--- src/egacc_pkg.sv ---
// Shared constants, codes and types for the embedding gradient accumulator.
package egacc_pkg;

	localparam int VOCAB_MAX_DEF = 1024;
	localparam int DIM_MAX_DEF   = 64;

	localparam int ROWS_W = 17;
	localparam int COLS_W = 11;
	localparam int VOCAB_CFG_W = 11;
	localparam int DIM_CFG_W   = 7;
	localparam int CFG_DATA_W  = 11;
	localparam int CFG_IDX_W   = 2;

	localparam logic [31:0] FP_ZERO      = 32'h0000_0000;
	localparam logic [31:0] FP_QNAN_DEF  = 32'hFFC0_0000;
	localparam logic [31:0] FP_QUIET_BIT = 32'h0040_0000;

	typedef enum logic [1:0] {
		KIND_CLEAR = 2'd0,
		KIND_ACC   = 2'd1,
		KIND_READ  = 2'd2,
		KIND_NOP   = 2'd3
	} kind_t;

	typedef enum logic [1:0] {
		STAT_OK      = 2'd0,
		STAT_BAD_ID  = 2'd1,
		STAT_BAD_COL = 2'd2
	} status_t;

	typedef enum logic [CFG_IDX_W-1:0] {
		CFG_VOCAB = 2'd0,
		CFG_DIM   = 2'd1
	} cfg_idx_t;

	typedef enum logic [2:0] {
		ST_SWEEP,
		ST_IDLE,
		ST_ISSUE,
		ST_FETCH,
		ST_ADD
	} state_t;

endpackage

--- src/egacc_fadd.sv ---
// Pipelined IEEE single-precision adder, three register stages, round to nearest even.
module egacc_fadd (
	input  logic        clk,
	input  logic        arst_n,
	input  logic        in_valid,
	input  logic [31:0] a,
	input  logic [31:0] b,
	output logic        out_valid,
	output logic [31:0] sum
);

	// stage 1: unpack, specials, order by magnitude
	logic        v_s1, spec_s1, sx_s1, sub_s1;
	logic [31:0] specv_s1;
	logic [7:0]  e_s1, d_s1;
	logic [23:0] mx_s1, my_s1;

	logic        spec_c;
	logic [31:0] specv_c, x_c, y_c;
	logic [7:0]  exe_c, eye_c;
	logic        a_nan, b_nan, a_inf, b_inf;

	always_comb begin
		a_nan = (&a[30:23]) && (|a[22:0]);
		b_nan = (&b[30:23]) && (|b[22:0]);
		a_inf = (&a[30:23]) && !(|a[22:0]);
		b_inf = (&b[30:23]) && !(|b[22:0]);
		spec_c  = 1'b1;
		specv_c = egacc_pkg::FP_ZERO;
		if (a_nan) begin
			specv_c = a | egacc_pkg::FP_QUIET_BIT;
		end else if (b_nan) begin
			specv_c = b | egacc_pkg::FP_QUIET_BIT;
		end else if (a_inf && b_inf && (a[31] != b[31])) begin
			specv_c = egacc_pkg::FP_QNAN_DEF;
		end else if (a_inf) begin
			specv_c = a;
		end else if (b_inf) begin
			specv_c = b;
		end else begin
			spec_c = 1'b0;
		end
		if (a[30:0] >= b[30:0]) begin
			x_c = a;
			y_c = b;
		end else begin
			x_c = b;
			y_c = a;
		end
		exe_c = (x_c[30:23] == 8'd0) ? 8'd1 : x_c[30:23];
		eye_c = (y_c[30:23] == 8'd0) ? 8'd1 : y_c[30:23];
	end

	always_ff @(posedge clk or negedge arst_n) begin
		if (!arst_n) begin
			v_s1 <= 1'b0;
		end else begin
			v_s1 <= in_valid;
		end
	end

	always_ff @(posedge clk) begin
		spec_s1  <= spec_c;
		specv_s1 <= specv_c;
		sx_s1    <= x_c[31];
		sub_s1   <= x_c[31] ^ y_c[31];
		e_s1     <= exe_c;
		d_s1     <= exe_c - eye_c;
		mx_s1    <= {|x_c[30:23], x_c[22:0]};
		my_s1    <= {|y_c[30:23], y_c[22:0]};
	end

	// stage 2: align and add
	logic        v_s2, spec_s2, sx_s2, sub_s2;
	logic [31:0] specv_s2;
	logic [7:0]  e_s2;
	logic [27:0] s_s2;

	logic [26:0] yext_c, xext_c, sh_c, mask_c, al_c;
	logic [27:0] sum_c;

	always_comb begin
		yext_c = {my_s1, 3'b000};
		xext_c = {mx_s1, 3'b000};
		sh_c   = 27'd0;
		mask_c = 27'd0;
		if (d_s1 >= 8'd27) begin
			al_c = {26'd0, |my_s1};
		end else begin
			sh_c   = yext_c >> d_s1;
			mask_c = (27'd1 << d_s1) - 27'd1;
			al_c   = {sh_c[26:1], sh_c[0] | (|(yext_c & mask_c))};
		end
		if (sub_s1) begin
			sum_c = {1'b0, xext_c} - {1'b0, al_c};
		end else begin
			sum_c = {1'b0, xext_c} + {1'b0, al_c};
		end
	end

	always_ff @(posedge clk or negedge arst_n) begin
		if (!arst_n) begin
			v_s2 <= 1'b0;
		end else begin
			v_s2 <= v_s1;
		end
	end

	always_ff @(posedge clk) begin
		spec_s2  <= spec_s1;
		specv_s2 <= specv_s1;
		sx_s2    <= sx_s1;
		sub_s2   <= sub_s1;
		e_s2     <= e_s1;
		s_s2     <= sum_c;
	end

	// stage 3: leading zero count
	logic        v_s3, spec_s3, sx_s3, sub_s3;
	logic [31:0] specv_s3;
	logic [7:0]  e_s3;
	logic [27:0] s_s3;
	logic [4:0]  lz_s3;
	logic [4:0]  lz_c;

	always_comb begin
		lz_c = 5'd28;
		for (int i = 0; i < 28; i++) begin
			if (s_s2[i]) begin
				lz_c = 5'(27 - i);
			end
		end
	end

	always_ff @(posedge clk or negedge arst_n) begin
		if (!arst_n) begin
			v_s3 <= 1'b0;
		end else begin
			v_s3 <= v_s2;
		end
	end

	always_ff @(posedge clk) begin
		spec_s3  <= spec_s2;
		specv_s3 <= specv_s2;
		sx_s3    <= sx_s2;
		sub_s3   <= sub_s2;
		e_s3     <= e_s2;
		s_s3     <= s_s2;
		lz_s3    <= lz_c;
	end

	// stage 4: normalize, round, pack
	logic [26:0] m_c;
	logic [9:0]  en_c, expf_c;
	logic [4:0]  lzm1_c, shl_c;
	logic [7:0]  emax_c;
	logic [24:0] mr_c;
	logic [22:0] frac_c;
	logic        up_c;

	always_comb begin
		lzm1_c = lz_s3 - 5'd1;
		emax_c = e_s3 - 8'd1;
		shl_c  = 5'd0;
		if (s_s3[27]) begin
			m_c  = {s_s3[27:2], s_s3[1] | s_s3[0]};
			en_c = {2'b00, e_s3} + 10'd1;
		end else begin
			shl_c = ({3'b000, lzm1_c} > emax_c) ? emax_c[4:0] : lzm1_c;
			m_c   = s_s3[26:0] << shl_c;
			en_c  = {2'b00, e_s3} - {5'd0, shl_c};
		end
		up_c = m_c[2] & (m_c[1] | m_c[0] | m_c[3]);
		mr_c = {1'b0, m_c[26:3]} + {24'd0, up_c};
		if (mr_c[24]) begin
			expf_c = en_c + 10'd1;
			frac_c = 23'd0;
		end else begin
			expf_c = mr_c[23] ? en_c : 10'd0;
			frac_c = mr_c[22:0];
		end
		if (spec_s3) begin
			sum = specv_s3;
		end else if (s_s3 == 28'd0) begin
			sum = {sx_s3 & !sub_s3, 31'd0};
		end else if (expf_c >= 10'd255) begin
			sum = {sx_s3, 8'hFF, 23'd0};
		end else begin
			sum = {sx_s3, expf_c[7:0], frac_c};
		end
	end

	assign out_valid = v_s3;

endmodule

--- config.mk ---
export PLATFORM = sky130hd
export DESIGN_NAME = egacc_fadd
export DESIGN_NICKNAME = d
export VERILOG_FILES = /design/src/egacc_pkg.sv /design/src/egacc_fadd.sv
export SDC_FILE = /design/constraint.sdc
export NUM_CORES = 1
export LEC_CHECK = 0
export BUFFER_PORTS_ARGS = -buffer_cell sky130_fd_sc_hd__buf_2
export CORE_AREA = 2 2 175 195
export CTS_CLUSTER_DIAMETER = 40
export DETAILED_ROUTE_END_ITERATION = 8
export DIE_AREA = 0 0 177 197
export PLACE_DENSITY = 0.69
export SLEW_MARGIN = 10
export SYNTH_ARGS = -nofsm -noshare
export SYNTH_HDL_FRONTEND = slang
export SYNTH_SLANG_ARGS = --single-unit
--- constraint.sdc ---
create_clock -name clk -period 19.6 [get_ports clk]
set_input_delay 2.94 -clock clk [delete_from_list [all_inputs] [get_ports clk]]
set_output_delay 2.94 -clock clk [all_outputs]
set_load 0.01 [all_outputs]
* Yosys cells after proc, flatten, opt, wreduce, memory -nomap -nowiden
Index checks and enable logic that the tools add are counted.
Storage, ports and cells: output and inout port bits 33, word-level logic and storage cells 129, flip-flop bits (word level) 249
Operators by class: bitwise gates (word level) 8, shifts and indexed selects 3, reduce and logical (&&, ||, !) cells 26, muxes and demuxes 48, $lt $le $gt $ge 4, eq/ne operators 1, add/subtract/negate cells 10
Operators by type and width (number):
- 32-bit 2-to-1 mux | 9
- 5-bit 2-to-1 mux | 12
- 27-bit 2-to-1 mux | 2
- 23-bit OR reduction | 2
- 4-bit 2-to-1 mux | 8
- 31-bit greater-or-equal comparator | 1
- 31-bit 2-to-1 mux | 1
- 10-bit 2-to-1 mux | 3
- 27-bit by 27-bit adder with 28-bit output | 1
- 28-bit logical NOT | 1
- 28-bit 2-to-1 mux | 1
- 27-bit by 27-bit subtractor with 28-bit output | 1
- 27-bit AND | 1
- 27-bit OR reduction | 1
- 1-bit by 8-bit left shift with 27-bit output, first input constant | 1
- 27-bit by 5-bit left shift with 27-bit output | 1
- 27-bit by 8-bit right shift with 27-bit output | 1
- 27-bit by 1-bit subtractor with 27-bit output, second input constant | 1
- 24-bit by 1-bit adder with 25-bit output | 1
- 24-bit OR reduction | 1
- 8-bit OR reduction | 3
- 23-bit 2-to-1 mux | 1
- 8-bit logical NOT | 2
- 8-bit 2-to-1 mux | 2
- other kinds (23) | 42

* Logic depth before layout (Yosys ltp)
Gate-level depths: netlist of the first run.
word-level depth 27, depth in mapped cells 33

* Worst setup path before layout of the first run
No wires, ideal clock.
path type reg2out, start register lz_s3[0], end output sum[0], arrival 6949 ps, required time 16660 ps, slack 9711 ps, path buffers 5, cell stages (with the launch flop) 34, cell sequence dfxtp_1 -> buf_1 -> inv_1 -> ha_1 -> nor3b_1 -> xnor2_1 -> inv_1 -> ha_1 -> nand4_1 -> o31ai_1 -> or2_1 -> buf_2 -> a311oi_4 -> a21o_1 -> inv_2 -> buf_4 -> buf_1 -> ha_1 -> inv_1 -> fa_1 -> a21o_1 -> maj3_1 -> maj3_1 -> nor3_1 -> or2_2 -> xor2_1 -> inv_1 -> nor4b_1 -> a21oi_1 -> o41ai_1 -> nor2_1 -> nor4_4 -> buf_6 -> o21ai_1
Between the ends: cells in the longest elaborated chain, start to end 15, elaborated cells on any way between the ends 19
RTL lines:
- start: declaration | line egacc_fadd.sv:123 | logic [4:0] lz_s3;
- start signal: assignment | line egacc_fadd.sv:150 | lz_s3 <= lz_c;
- 5-bit by 1-bit subtractor with 5-bit output (*) | line egacc_fadd.sv:163 | lzm1_c = lz_s3 - 5'd1;
- 5-bit by 8-bit > comparator with 1-bit output | line egacc_fadd.sv:170 | shl_c = ({3'b000, lzm1_c} > emax_c) ? emax_c[4:0] : lzm1_c;
- 5-bit 2-to-1 mux (*) | line egacc_fadd.sv:170
- 27-bit by 5-bit left shift with 27-bit output | line egacc_fadd.sv:171 | m_c = s_s3[26:0] << shl_c;
- 27-bit 2-to-1 mux | line egacc_fadd.sv:166 | if (s_s3[27]) begin
- 1-bit OR (2 in series) | line egacc_fadd.sv:174 | up_c = m_c[2] & (m_c[1] | m_c[0] | m_c[3]);
- 1-bit AND | line egacc_fadd.sv:174
- 24-bit by 1-bit adder with 25-bit output | line egacc_fadd.sv:175 | mr_c = {1'b0, m_c[26:3]} + {24'd0, up_c};
- 10-bit 2-to-1 mux | line egacc_fadd.sv:180 | expf_c = mr_c[23] ? en_c : 10'd0;
- 10-bit 2-to-1 mux | line egacc_fadd.sv:176 | if (mr_c[24]) begin
- 10-bit by 8-bit greater-or-equal comparator with 1-bit output | line egacc_fadd.sv:187 | end else if (expf_c >= 10'd255) begin
- 31-bit 2-to-1 mux (*) | line egacc_fadd.sv:187
- 32-bit 2-to-1 mux (*) | line egacc_fadd.sv:185 | end else if (s_s3 == 28'd0) begin
- 32-bit 2-to-1 mux (*) | line egacc_fadd.sv:183 | if (spec_s3) begin
- end: declaration | line egacc_fadd.sv:9 | output logic [31:0] sum
Every way passes the cells marked *; elsewhere a longest branch is shown, timed or not.

* Worst setup path after layout of the first run
start register lz_s3[0], end output sum[2]
Same word-level chain as after synthesis.

==> results of run 1 <==
## worst register-to-register path, delay by kind of cell, from the launching register on
family / cells / cell delay, ns
AND/OR/NAND/NOR: 5 / 0.64
flip-flops: 1 / 0.31
XOR/XNOR: 1 / 0.13
multiplexers: 1 / 0.53
AO/OA/AOI/OAI: 16 / 2.91
adder cells (fa/ha/maj): 2 / 0.39
buffers and inverters: 3 / 0.57
## power by group
part,leakage (nW),internal (mW),switching (mW)
Clock,0.480,0.305,0.225
Sequential,2.07,0.573,0.106
Combinational,5.13,0.452,0.759
## layout by cell type (no fill, tap or decap), drive strengths merged, types with 18 or more instances in the layout
| cell | netlist | final |
|---|---|---|
| a22o | 26 | 26 |
| clkbuf | 74 | 32 |
| nor4 | 35 | 35 |
| inv | 132 | 140 |
| mux2i | 52 | 52 |
| nand3 | 45 | 45 |
| mux4 | 19 | 19 |
| xnor2 | 46 | 46 |
| nor3 | 51 | 51 |
| ha | 101 | 101 |
| buf | 31 | 126 |
| o41ai | 28 | 28 |
| o21ai | 103 | 103 |
| mux2 | 43 | 43 |
| xor2 | 26 | 26 |
| nand2b | 18 | 18 |
| a21oi | 100 | 100 |
| a21o | 30 | 30 |
| o31ai | 27 | 27 |
| nor2b | 20 | 20 |
| dfxtp | 246 | 246 |
| a211oi | 23 | 23 |
| nor2 | 125 | 125 |
| nand4 | 23 | 23 |
| nand2 | 193 | 193 |
## per-stage QoR
step                      std cells  setup WS, ns  total power [mW]  instance area (sq um)
after global routing           2411          6.55              2.54                  18000
after floorplan                1908          9.71              1.48                  16300
final                          2411          7.25              2.42                  18000
after CTS                      2411          7.41              2.41                  18000
after global placement         2361          8.25              1.88                  17000
after detailed placement       2361          8.03              1.87                  17000
## worst paths after layout
kind | from | end | slack [ns] | depth (start not counted)
max in group asynchronous | arst_n | v_s2$_DFF_PN0_ | 17.33 | 1
max reg2reg | d_s1[0]$_DFF_P_ | s_s2[25]$_DFF_P_ | 14.03 | 28
min | e_s1[2]$_DFF_P_ | e_s2[2]$_DFF_P_ | 0.32 | 0
max | lz_s3[0]$_SDFF_PP0_ | sum[2] | 7.25 | 31
min reg2reg | e_s1[2]$_DFF_P_ | e_s2[2]$_DFF_P_ | 0.32 | 0
min in group asynchronous | arst_n | out_valid$_DFF_PN0_ | 2.17 | 1
## flip-flops by register name, summed over array words and instances (netlist names), 24 cells and up
register and flops:
mx_s1 24, s_s3 28, specv_s3 32, s_s2 28, specv_s1 32, specv_s2 32, my_s1 24
## cell families after synthesis
group           after synthesis  share of synthesized area (%)
compound gates              535                           24.2
buf+inv                     238                           5.93
mux                         114                           8.81
fa+ha+maj                   109                           8.45
flops                       249                           30.8
simple gates                591                           17.9
xor+xnor                     72                           3.88
## layer usage
| layer | global-route usage [%] | vias to the layer above |
|---|---|---|
| li1 | - | 7111 |
| met2 | 50.2 | 630 |
| met3 | 2.95 | 141 |
| met1 | 37.7 | 7097 |
| met5 | 0 | - |
| met4 | 18.9 | 0 |
## layout make-up
class	instances	area (sq um)
Multi-Input combinational cell	1421	10300
Fill cell	3031	14800
Inverter	133	499
Clock inverter	18	249
Timing Repair Buffer	126	698
Clock buffer	32	724
Sequential cell	249	5000
Tap cell	432	541
==> impl_metrics.py, run 1 <==
metrics = {
    "synth": {
        "synth_top_area_cell": "sky130_fd_sc_hd__dfxtp_1",
        "seq_area_frac_synth_pct": 30.8,
        "post_synthesis_instance_area_sq_um": 16300,
        "top_area_cell_type_share_of_the_netlist_area_pct": 30.3,
        "synth_nets": 2079,
        "gate_count_of_the_mapped_netlist": 1908,
        "yosys_warning_total": 0,
        "ys.flop_type": "sky130_fd_sc_hd__dfxtp_1",
        "synth_edf_count": 0,
        "synthMostInstantiatedCell": "sky130_fd_sc_hd__dfxtp_1",
        "number_of_register_bits_inferred_by_synthesis": 249,
        "synth_commonest_cells": "sky130_fd_sc_hd__dfxtp_1 (246), sky130_fd_sc_hd__nand2_1 (193), sky130_fd_sc_hd__inv_1 (129), sky130_fd_sc_hd__nor2_1 (124), sky130_fd_sc_hd__ha_1 (101)",
        "synth.distinct_cells": 102,
        "synth-async-reset-ratio_pct": 1.20,
        "synthesis.area_per_instance_sq_um": 8.52,
        "synth_area_leaders": "sky130_fd_sc_hd__dfxtp_1 (30%), sky130_fd_sc_hd__ha_1 (7.8%), sky130_fd_sc_hd__nand2_1 (4.5%)",
    },
    "timing": {
        "timing_worst_slew_pin_value_ns": 1.15,
        "f_max_ghz": 0.0809,
        "tns_ns": 0,
        "setup_violations": 0,
        "rsz0062_at_grt": "no",
        "finalHoldWorstSlack_ns": 0.321,
        "maxSlewHeadroom_pct": 23.6,
        "final-max-slew-violation-count": 0,
        "timing.final.crit_share_pct": 63.0,
        "timing.final.hold_violations": 0,
        "finalCriticalPeriod_ns": 12.35,
        "finClkSkew_ns": 0.0105,
    },
    "floorplanning": {
        "die_height_um": 197,
        "die_footprint_sq_um": 34900,
        "design.core.area_sq_um": 32800,
        "initial_core_util_pct": 49.5,
        "dieWidth_um": 177,
        "rows": 70,
        "ioPinCount": 100,
    },
    "power": {
        "cellLeakagePower_nw": 7.68,
        "cellPowerDensity_nw_per_um2": 134,
        "max-vdd-ir-drop_v": 0.000143,
    },
    "drt": {
        "detailedRoute.firstPassIterationCount": 6,
        "wl_per_cell_um": 22.3,
        "drt-total-wl_mm": 53.7,
        "m1WireLength_mm": 22.2,
        "drtAntennaViolNets": 0,
        "routed-wl-met3_mm": 3.09,
        "route.vias.total": 15000,
        "post_drt_via_cell_ratio": 6.21,
        "highest_layer": "met4",
        "detailroute.wirelength.met2_mm": 24.9,
        "remaining_drc_errors": 0,
        "drt_iter0_drc": 1360,
    },
    "global_routing": {
        "grt_first_pass_wirelength_mm": 82.0,
        "largest_net_degree_at_the_start_of_global_routing": 87,
        "grt_pass1_vias": 14200,
        "antenna_found_initial": 0,
        "total_global_route_track_usage_pct": 30.3,
        "grt_overflow": 0,
    },
    "clock_tree": {
        "insertion_delay_ns": 0.55,
        "postCtsResizedCells": 0,
        "ctsRootBufferMaster": "sky130_fd_sc_hd__clkbuf_16",
        "cts_max_path_buffers": 3,
        "postCtsHoldBufs": 0,
        "clkSinkCount": 249,
        "postCtsSetupBuffers": 0,
        "cts_buffer_count": 27,
        "ctsHtreeMaxLevel": 1,
        "worst_setup_hold_path_clk_slew_ns": 0.07,
        "tritoncts_clock_tree": "yes",
    },
    "setup_path": {
        "critical_path_buf_inv_count": 8,
        "timing.setup.critical_path_class": "reg2out",
        "timing.critical_path.slowest_stage_cell": "sky130_fd_sc_hd__nor4_4",
        "end_kind": "output port",
        "start_kind": "register",
        "worst_path_most_repeated_cell": "sky130_fd_sc_hd__inv_1",
        "crit_family": "simple AND/OR/NAND/NOR gates",
        "worst_path_max_stage_delay_ns": 0.90,
        "crit_arrival_ns": 9.41,
        "cp.required_ns": 16.66,
        "timing.critical_path.fanout_max": 38,
    },
    "job": {
        "timing.max_cap.violations": 0,
    },
    "finish": {
        "flow.area_growth_from_synthesis_pct": 10.8,
        "final_util_pct": 54.8,
        "antenna_diode_instance_count": 0,
        "fin_nets": 2129,
        "final_layout_size_suffix_gt1_share_pct": 15.2,
    },
    "place": {
        "port_bufs": 99,
        "hpwl_mm": 42.2,
        "place.gp.congestion": 0.989,
    },
    "hold_path": {
        "hold_class": "reg2reg",
    },
    "outcome": {
        "status": "completed",
    },
}
No activity file was read; power rests on OpenSTA's default activity.
==> inputs of run 2 (changes only) <==
--- a/config.mk
+++ b/config.mk
@@ -5,11 +5,12 @@
 export SDC_FILE = /design/constraint.sdc
 export NUM_CORES = 1
 export LEC_CHECK = 0
+export ABC_AREA = 1
 export BUFFER_PORTS_ARGS = -buffer_cell sky130_fd_sc_hd__buf_2
-export CORE_AREA = 2 2 175 195
+export CORE_AREA = 2 2 175 194
 export CTS_CLUSTER_DIAMETER = 40
 export DETAILED_ROUTE_END_ITERATION = 8
-export DIE_AREA = 0 0 177 197
+export DIE_AREA = 0 0 177 196
 export PLACE_DENSITY = 0.69
 export SLEW_MARGIN = 10
 export SYNTH_ARGS = -nofsm -noshare
==> constraint.sdc (replaced) <==
create_clock -name clk -period 12.75 [get_ports clk]
set_input_delay 1.9125 -clock clk [delete_from_list [all_inputs] [get_ports clk]]
set_output_delay 1.9125 -clock clk [all_outputs]
set_load 0.01 [all_outputs]
==> run 2 against run 1 <==
  * Count of clock-buffer cells in the layout is 4 higher
  * Area after synthesis is 0.85% lower
  * Clock skew is 0.012 ns higher
  * Worst hold slack better by 0.0010 ns
  * Final area is 1.2% lower
  * Combinational power is 130% higher
  * Via count is 11% higher
  * Final cell count is 21% higher
  * First-iteration DRC count is 19% higher
  * Die area is 0.51% lower
  * Critical endpoint is now sum[7]
  * Largest power group unchanged
  * Highest routed layer unchanged
==> impl_metrics.py, run 2 <==
metrics = {
    "outcome": {
        "status": "completed",
    },
    "timing": {
        "finalCriticalPeriod_ns": 8.94,
        "timing.final.hold_violations": 0,
        "timing_worst_slew_pin_value_ns": 1.07,
        "timing.final.crit_share_pct": 70.1,
        "maxSlewHeadroom_pct": 28.7,
        "rsz0062_at_grt": "no",
        "tns_ns": 0,
        "finClkSkew_ns": 0.0221,
        "f_max_ghz": 0.112,
        "setup_violations": 0,
        "final-max-slew-violation-count": 0,
    },
    "setup_path": {
        "start_kind": "register",
        "timing.critical_path.fanout_max": 21,
        "timing.critical_path.slowest_stage_cell": "sky130_fd_sc_hd__nand2_1",
        "timing.setup.critical_path_class": "reg2out",
        "r2r_cells": 28,
        "crit_arrival_ns": 7.03,
        "worst_path_max_stage_delay_ns": 0.67,
        "cp.required_ns": 10.84,
        "worst_path_most_repeated_cell": "sky130_fd_sc_hd__nand2_1",
        "end_kind": "output port",
    },
    "hold_path": {
        "hold_depth": 0,
        "hold_class": "reg2reg",
    },
    "global_routing": {
        "total_global_route_track_usage_pct": 30.2,
        "grt_overflow": 0,
        "grt_first_pass_wirelength_mm": 83.1,
        "grt_pass1_vias": 15600,
        "antenna_found_initial": 0,
        "largest_net_degree_at_the_start_of_global_routing": 127,
    },
    "synth": {
        "ys.flop_type": "sky130_fd_sc_hd__dfxtp_1",
        "synthesis.area_per_instance_sq_um": 6.67,
        "post_synthesis_instance_area_sq_um": 16100,
        "top_area_cell_type_share_of_the_netlist_area_pct": 30.6,
        "seq_area_frac_synth_pct": 31.0,
        "synth_top_area_cell": "sky130_fd_sc_hd__dfxtp_1",
        "synthMostInstantiatedCell": "sky130_fd_sc_hd__nand2_1",
        "synth_commonest_cells": "sky130_fd_sc_hd__nand2_1 (574), sky130_fd_sc_hd__inv_1 (312), sky130_fd_sc_hd__nand3_1 (258), sky130_fd_sc_hd__dfxtp_1 (246), sky130_fd_sc_hd__nor2_1 (178)",
        "synth_edf_count": 0,
        "synth_area_leaders": "sky130_fd_sc_hd__dfxtp_1 (31%), sky130_fd_sc_hd__nand2_1 (13%), sky130_fd_sc_hd__nand3_1 (8.0%)",
        "synth-async-reset-ratio_pct": 1.20,
        "yosys_warning_total": 0,
        "synth_nets": 2589,
        "gate_count_of_the_mapped_netlist": 2418,
        "synth.distinct_cells": 60,
        "number_of_register_bits_inferred_by_synthesis": 249,
    },
    "clock_tree": {
        "tritoncts_clock_tree": "yes",
        "cts_buffer_count": 29,
        "postCtsHoldBufs": 0,
        "ctsRootBufferMaster": "sky130_fd_sc_hd__clkbuf_16",
        "ctsHtreeMaxLevel": 1,
        "worst_setup_hold_path_clk_slew_ns": 0.06,
        "postCtsResizedCells": 0,
        "postCtsSetupBuffers": 0,
        "clkSinkCount": 249,
        "insertion_delay_ns": 0.56,
        "cts_max_path_buffers": 3,
    },
    "finish": {
        "final_layout_size_suffix_gt1_share_pct": 8.48,
        "flow.area_growth_from_synthesis_pct": 10.4,
        "layout.cells.most_common": "sky130_fd_sc_hd__nand2_1",
        "top_flop_regs": "specv_s1 x32, specv_s2 x32, specv_s3 x32",
        "antenna_diode_instance_count": 0,
        "final_cell_mix": "sky130_fd_sc_hd__nand2_1 (574), sky130_fd_sc_hd__inv_1 (312), sky130_fd_sc_hd__nand3_1 (258), sky130_fd_sc_hd__dfxtp_1 (246), sky130_fd_sc_hd__nor2_1 (178)",
        "fin_nets": 2639,
    },
    "floorplanning": {
        "die_height_um": 196,
        "initial_core_util_pct": 49.1,
        "die_footprint_sq_um": 34700,
        "design.core.area_sq_um": 32800,
        "rows": 70,
        "dieWidth_um": 177,
        "ioPinCount": 100,
    },
    "drt": {
        "drt-total-wl_mm": 53.4,
        "drtAntennaViolNets": 0,
        "route.vias.total": 16600,
        "post_drt_via_cell_ratio": 5.67,
        "wl_per_cell_um": 18.3,
        "remaining_drc_errors": 0,
        "detailedRoute.firstPassIterationCount": 6,
        "drt_iter0_drc": 1621,
    },
    "job": {
        "timing.max_cap.violations": 0,
    },
    "power": {
        "cellLeakagePower_nw": 8.80,
        "combinationalPowerShare_pct": 60.2,
        "pwr_total_mw": 4.61,
        "p_switching_mw": 2.36,
        "power.sequential.fraction_pct": 22.6,
        "share_clk_of_total_power_pct": 17.2,
        "cellPowerDensity_nw_per_um2": 259,
        "cell_internal_pwr_mw": 2.25,
        "p_sw_share_pct": 51.2,
        "max-vdd-ir-drop_v": 0.000116,
    },
    "place": {
        "place.gp.congestion": 1.01,
        "hpwl_mm": 42.6,
        "port_bufs": 99,
    },
}
-- run 2: area by class of cell --
type / count / area, sq um
Timing Repair Buffer: 114 / 608
Sequential cell: 249 / 5000
Clock buffer: 36 / 772
Fill cell: 3320 / 15100
Clock inverter: 16 / 176
Multi-Input combinational cell: 1747 / 9470
Inverter: 327 / 1230
Tap cell: 432 / 541
-- run 2: final timing paths --
| kind | startpoint | end | slack, ns |
|---|---|---|---|
| max | e_s3[0]$_DFF_P_ | sum[7] | 3.81 |
| min | specv_s1[26]$_DFF_P_ | specv_s2[26]$_DFF_P_ | 0.32 |
| max reg2reg | d_s1[0]$_DFF_P_ | s_s2[25]$_DFF_P_ | 5.44 |
| min reg2reg | specv_s1[26]$_DFF_P_ | specv_s2[26]$_DFF_P_ | 0.32 |
| max in group asynchronous | arst_n | out_valid$_DFF_PN0_ | 11.51 |
| min in group asynchronous | arst_n | v_s1$_DFF_PN0_ | 1.14 |
-- run 2: routing by layer --
layer | global-route usage, % | wire length, um | vias to the layer above
li1 | - | - | 8100
met1 | 38.0 | 22100 | 7555
met2 | 51.3 | 25000 | 725
met3 | 2.97 | 3250 | 177
met4 | 15.5 | 3040 | 0
met5 | 0 | 0 | -
-- run 2: through the flow --
step / worst slack, ns / instance area [sq um] / hold WS [ns] / util (%) / instances
after floorplan: 6.19 / 16100 / 0.310 / - / 2418
after global placement: 4.71 / 16800 / 0.310 / 51.3 / 2869
after detailed placement: 4.58 / 16800 / 0.312 / 51.3 / 2869
after CTS: 3.97 / 17800 / 0.325 / 54.2 / 2921
after global routing: 3.27 / 17800 / 0.330 / 54.2 / 2921
final: 3.81 / 17800 / 0.322 / 54.2 / 2921
-- run 2: logic make-up (layout without fill, tap and decap cells) --
group / after synthesis / count (layout) / synth area share, %
xor gates and xnor gates: 57 / 57 / 3.10
and+or+nand+nor: 1161 / 1161 / 31.7
buffers and inverters: 422 / 493 / 10.3
muxes: 10 / 10 / 0.621
AOI/OAI and AO/OA: 415 / 415 / 15.0
DFF: 249 / 249 / 31.0
adders and majority gates: 104 / 104 / 8.21
-- run 2: critical path, delay by kind of cell (launching register included) --
| family | cells | cell delay [ns] |
|---|---|---|
| simple gates | 18 | 3.82 |
| compound gates | 4 | 0.71 |
| flops | 1 | 0.35 |
| xor+xnor | 1 | 0.16 |
| buf+inv | 4 | 0.73 |
| fa+ha+maj | 3 | 0.68 |
-- run 2: power groups by stage --
stage	Sequential, mW	Combinational (mW)	Clock, mW
6_report	1.04	2.78	0.793
5_1_grt	1.05	3.08	0.838
3_5_place_dp	1.05	2.71	0
3_3_place_gp	1.05	2.71	0
2_1_floorplan	0.996	1.95	0
4_1_cts	1.04	2.72	0.805
==> inputs of run 3 (changes only) <==
--- a/config.mk
+++ b/config.mk
@@ -11,7 +11,7 @@
 export CTS_CLUSTER_DIAMETER = 40
 export DETAILED_ROUTE_END_ITERATION = 8
 export DIE_AREA = 0 0 177 196
-export PLACE_DENSITY = 0.69
+export PLACE_DENSITY = 0.71
 export SLEW_MARGIN = 10
 export SYNTH_ARGS = -nofsm -noshare
 export SYNTH_HDL_FRONTEND = slang
==> constraint.sdc (replaced) <==
create_clock -name clk -period 7.2 [get_ports clk]
set_input_delay 1.08 -clock clk [delete_from_list [all_inputs] [get_ports clk]]
set_output_delay 1.08 -clock clk [all_outputs]
set_load 0.01 [all_outputs]
==> run 3 against run 2 <==
  * Count of clock-buffer cells in the layout is 3 lower
  * Die area stayed put
  * Via count grew 1.7%
  * Critical endpoint is now sum[3]
  * Sequential cell count did not move
==> impl_metrics.py, run 3 (same netlist as run 2, synthesis figures left out) <==
metrics = {
    "setup_path": {
        "r2r_cells": 28,
        "timing.critical_path.slowest_stage_cell": "sky130_fd_sc_hd__dfxtp_2",
        "worst_path_max_stage_delay_ns": 0.36,
        "end_kind": "output port",
        "start_kind": "register",
        "regToRegEndpoint": "s_s2[25]$_DFF_P_",
        "crit_arrival_ns": 5.79,
        "cp.required_ns": 6.12,
        "timing.setup.critical_path_class": "reg2out",
        "timing.reg2reg.setup_slack_ns": 0.81,
        "r2r_start": "d_s1[4]$_DFF_P_",
        "timing.critical_path.fanout_max": 15,
    },
    "timing": {
        "timing.final.crit_share_pct": 95.4,
        "f_max_ghz": 0.146,
        "setup_violations": 0,
        "timing_worst_slew_pin_value_ns": 0.978,
        "timing.final.hold_violations": 0,
        "maxSlewHeadroom_pct": 34.5,
        "final-max-slew-violation-count": 0,
        "finClkSkew_ns": 0.0105,
        "finalCriticalPeriod_ns": 6.87,
        "layout_setup_ws_ns": 0.332,
    },
    "place": {
        "port_bufs": 99,
        "hpwl_mm": 43.5,
        "place.gp.congestion": 0.992,
        "post_dp_cell_area_sq_um": 17000,
        "dp_slack_ns": 0.337,
        "cell_count_post_placement": 2892,
    },
    "clock_tree": {
        "ctsHtreeMaxLevel": 1,
        "ctsRootBufferMaster": "sky130_fd_sc_hd__clkbuf_16",
        "tritoncts_clock_tree": "yes",
        "postCtsHoldBufs": 0,
        "cts_buffer_count": 25,
        "clkSinkCount": 249,
        "cts_max_path_buffers": 3,
        "worst_setup_hold_path_clk_slew_ns": 0.07,
        "insertion_delay_ns": 0.53,
    },
    "global_routing": {
        "grt_overflow": 0,
        "antenna_found_initial": 1,
        "largest_net_degree_at_the_start_of_global_routing": 93,
        "total_global_route_track_usage_pct": 30.7,
        "grt_pass1_vias": 15700,
        "grt_first_pass_wirelength_mm": 84.1,
    },
    "drt": {
        "route.vias.total": 16800,
        "routed-wl-met3_mm": 3.54,
        "highest_layer": "met5",
        "post_drt_via_cell_ratio": 5.70,
        "m1WireLength_mm": 21.9,
        "wl_per_cell_um": 18.7,
        "remaining_drc_errors": 0,
        "detailroute.wirelength.met2_mm": 26.2,
        "drtAntennaViolNets": 0,
        "drt_iter0_drc": 1460,
        "drt-total-wl_mm": 55.2,
        "detailedRoute.firstPassIterationCount": 8,
    },
    "finish": {
        "multiInputGateArea_sq_um": 9650,
        "flow.area_growth_from_synthesis_pct": 13.6,
        "post_layout_nonfiller_instances": 2956,
        "layout.cells.most_common": "sky130_fd_sc_hd__nand2_1",
        "fillerInstances": 3208,
        "top_flop_regs": "specv_s1 x32, specv_s2 x32, specv_s3 x32",
        "fin_nets": 2676,
        "layout.cell_area.non_filler_sq_um": 18300,
        "antenna_diode_instance_count": 0,
        "final_layout_size_suffix_gt1_share_pct": 10.9,
        "final-seq-area_sq_um": 5000,
        "final_cell_mix": "sky130_fd_sc_hd__nand2_1 (570), sky130_fd_sc_hd__inv_1 (312), sky130_fd_sc_hd__nand3_1 (258), sky130_fd_sc_hd__dfxtp_1 (243), sky130_fd_sc_hd__nor2_1 (168)",
    },
    "floorplanning": {
        "dieWidth_um": 177,
        "ioPinCount": 100,
        "rows": 70,
        "initial_core_util_pct": 49.1,
        "die_height_um": 196,
        "die_footprint_sq_um": 34700,
        "design.core.area_sq_um": 32800,
    },
    "power": {
        "cellPowerDensity_nw_per_um2": 460,
        "pwr_total_mw": 8.42,
        "cellLeakagePower_nw": 9.05,
        "max-vdd-ir-drop_v": 0.000231,
    },
    "hold_path": {
        "hold_class": "in2async",
    },
    "job": {
        "timing.max_cap.violations": 0,
    },
    "outcome": {
        "status": "completed",
    },
}
[run 3: worst max-delay path by stage]
stage,end,slack (ns),depth (start not counted),startpoint
detailed placement,sum[20],0.34,32,e_s3[0]$_DFF_P_
global placement,sum[20],0.53,31,e_s3[0]$_DFF_P_
finish,sum[3],0.33,30,e_s3[0]$_DFF_P_
CTS,sum[20],0.03,31,e_s3[0]$_DFF_P_
floorplan,sum[10],1.47,35,e_s3[0]$_DFF_P_
global route,sum[30],-0.09,33,e_s3[0]$_DFF_P_
[run 3: layer usage]
| metal | global-route usage (%) | vias to the layer above |
|---|---|---|
| met5 | 0 | - |
| met4 | 17.6 | 2 |
| met3 | 3.33 | 172 |
| met2 | 52.3 | 726 |
| met1 | 37.6 | 7744 |
| li1 | - | 8193 |
[run 3: stage by stage]
step | setup TNS, ns | util, % | hold slack, ns
final | 0 | 55.7 | 0.322
after global placement | 0 | 51.8 | 0.310
after detailed placement | 0 | 51.8 | 0.312
after CTS | 0 | 54.6 | 0.311
after floorplan | 0 | - | 0.310
after global routing | -1.04 | 55.7 | 0.312
[run 3: what timing repair did]
action | CTS | global route
cloned | 0 | 3
endpoints found under the setup margin | 29 | 31
gates resized for setup | 2 | 55
buffers inserted | 0 | 15
pin swaps | 0 | 7
[run 3: power by group]
group	switching, mW	internal (mW)	total (mW)
Combinational	3.48	1.73	5.20
Clock	0.562	0.792	1.35
Sequential	0.250	1.61	1.86
[run 3: area by class of cell]
class                   count  share of cell area [%]
clock buffers              33                    3.91
clock inverters            13                   0.984
inverters                 327                    6.76
multi-input cells        1750                    52.7
flip-flops and latches    249                    27.3
well taps                 432                    2.95
repair buffers            152                    5.31
[run 3: critical path, delay by kind of cell, from the launching register on]
| kind | cells | cell delay [ns] |
|---|---|---|
| xor gates and xnor gates | 1 | 0.16 |
| DFF | 1 | 0.36 |
| and+or+nand+nor | 19 | 2.83 |
| buffers and inverters | 4 | 0.67 |
| AOI/OAI and AO/OA | 3 | 0.49 |
| adders and majority gates | 3 | 0.72 |
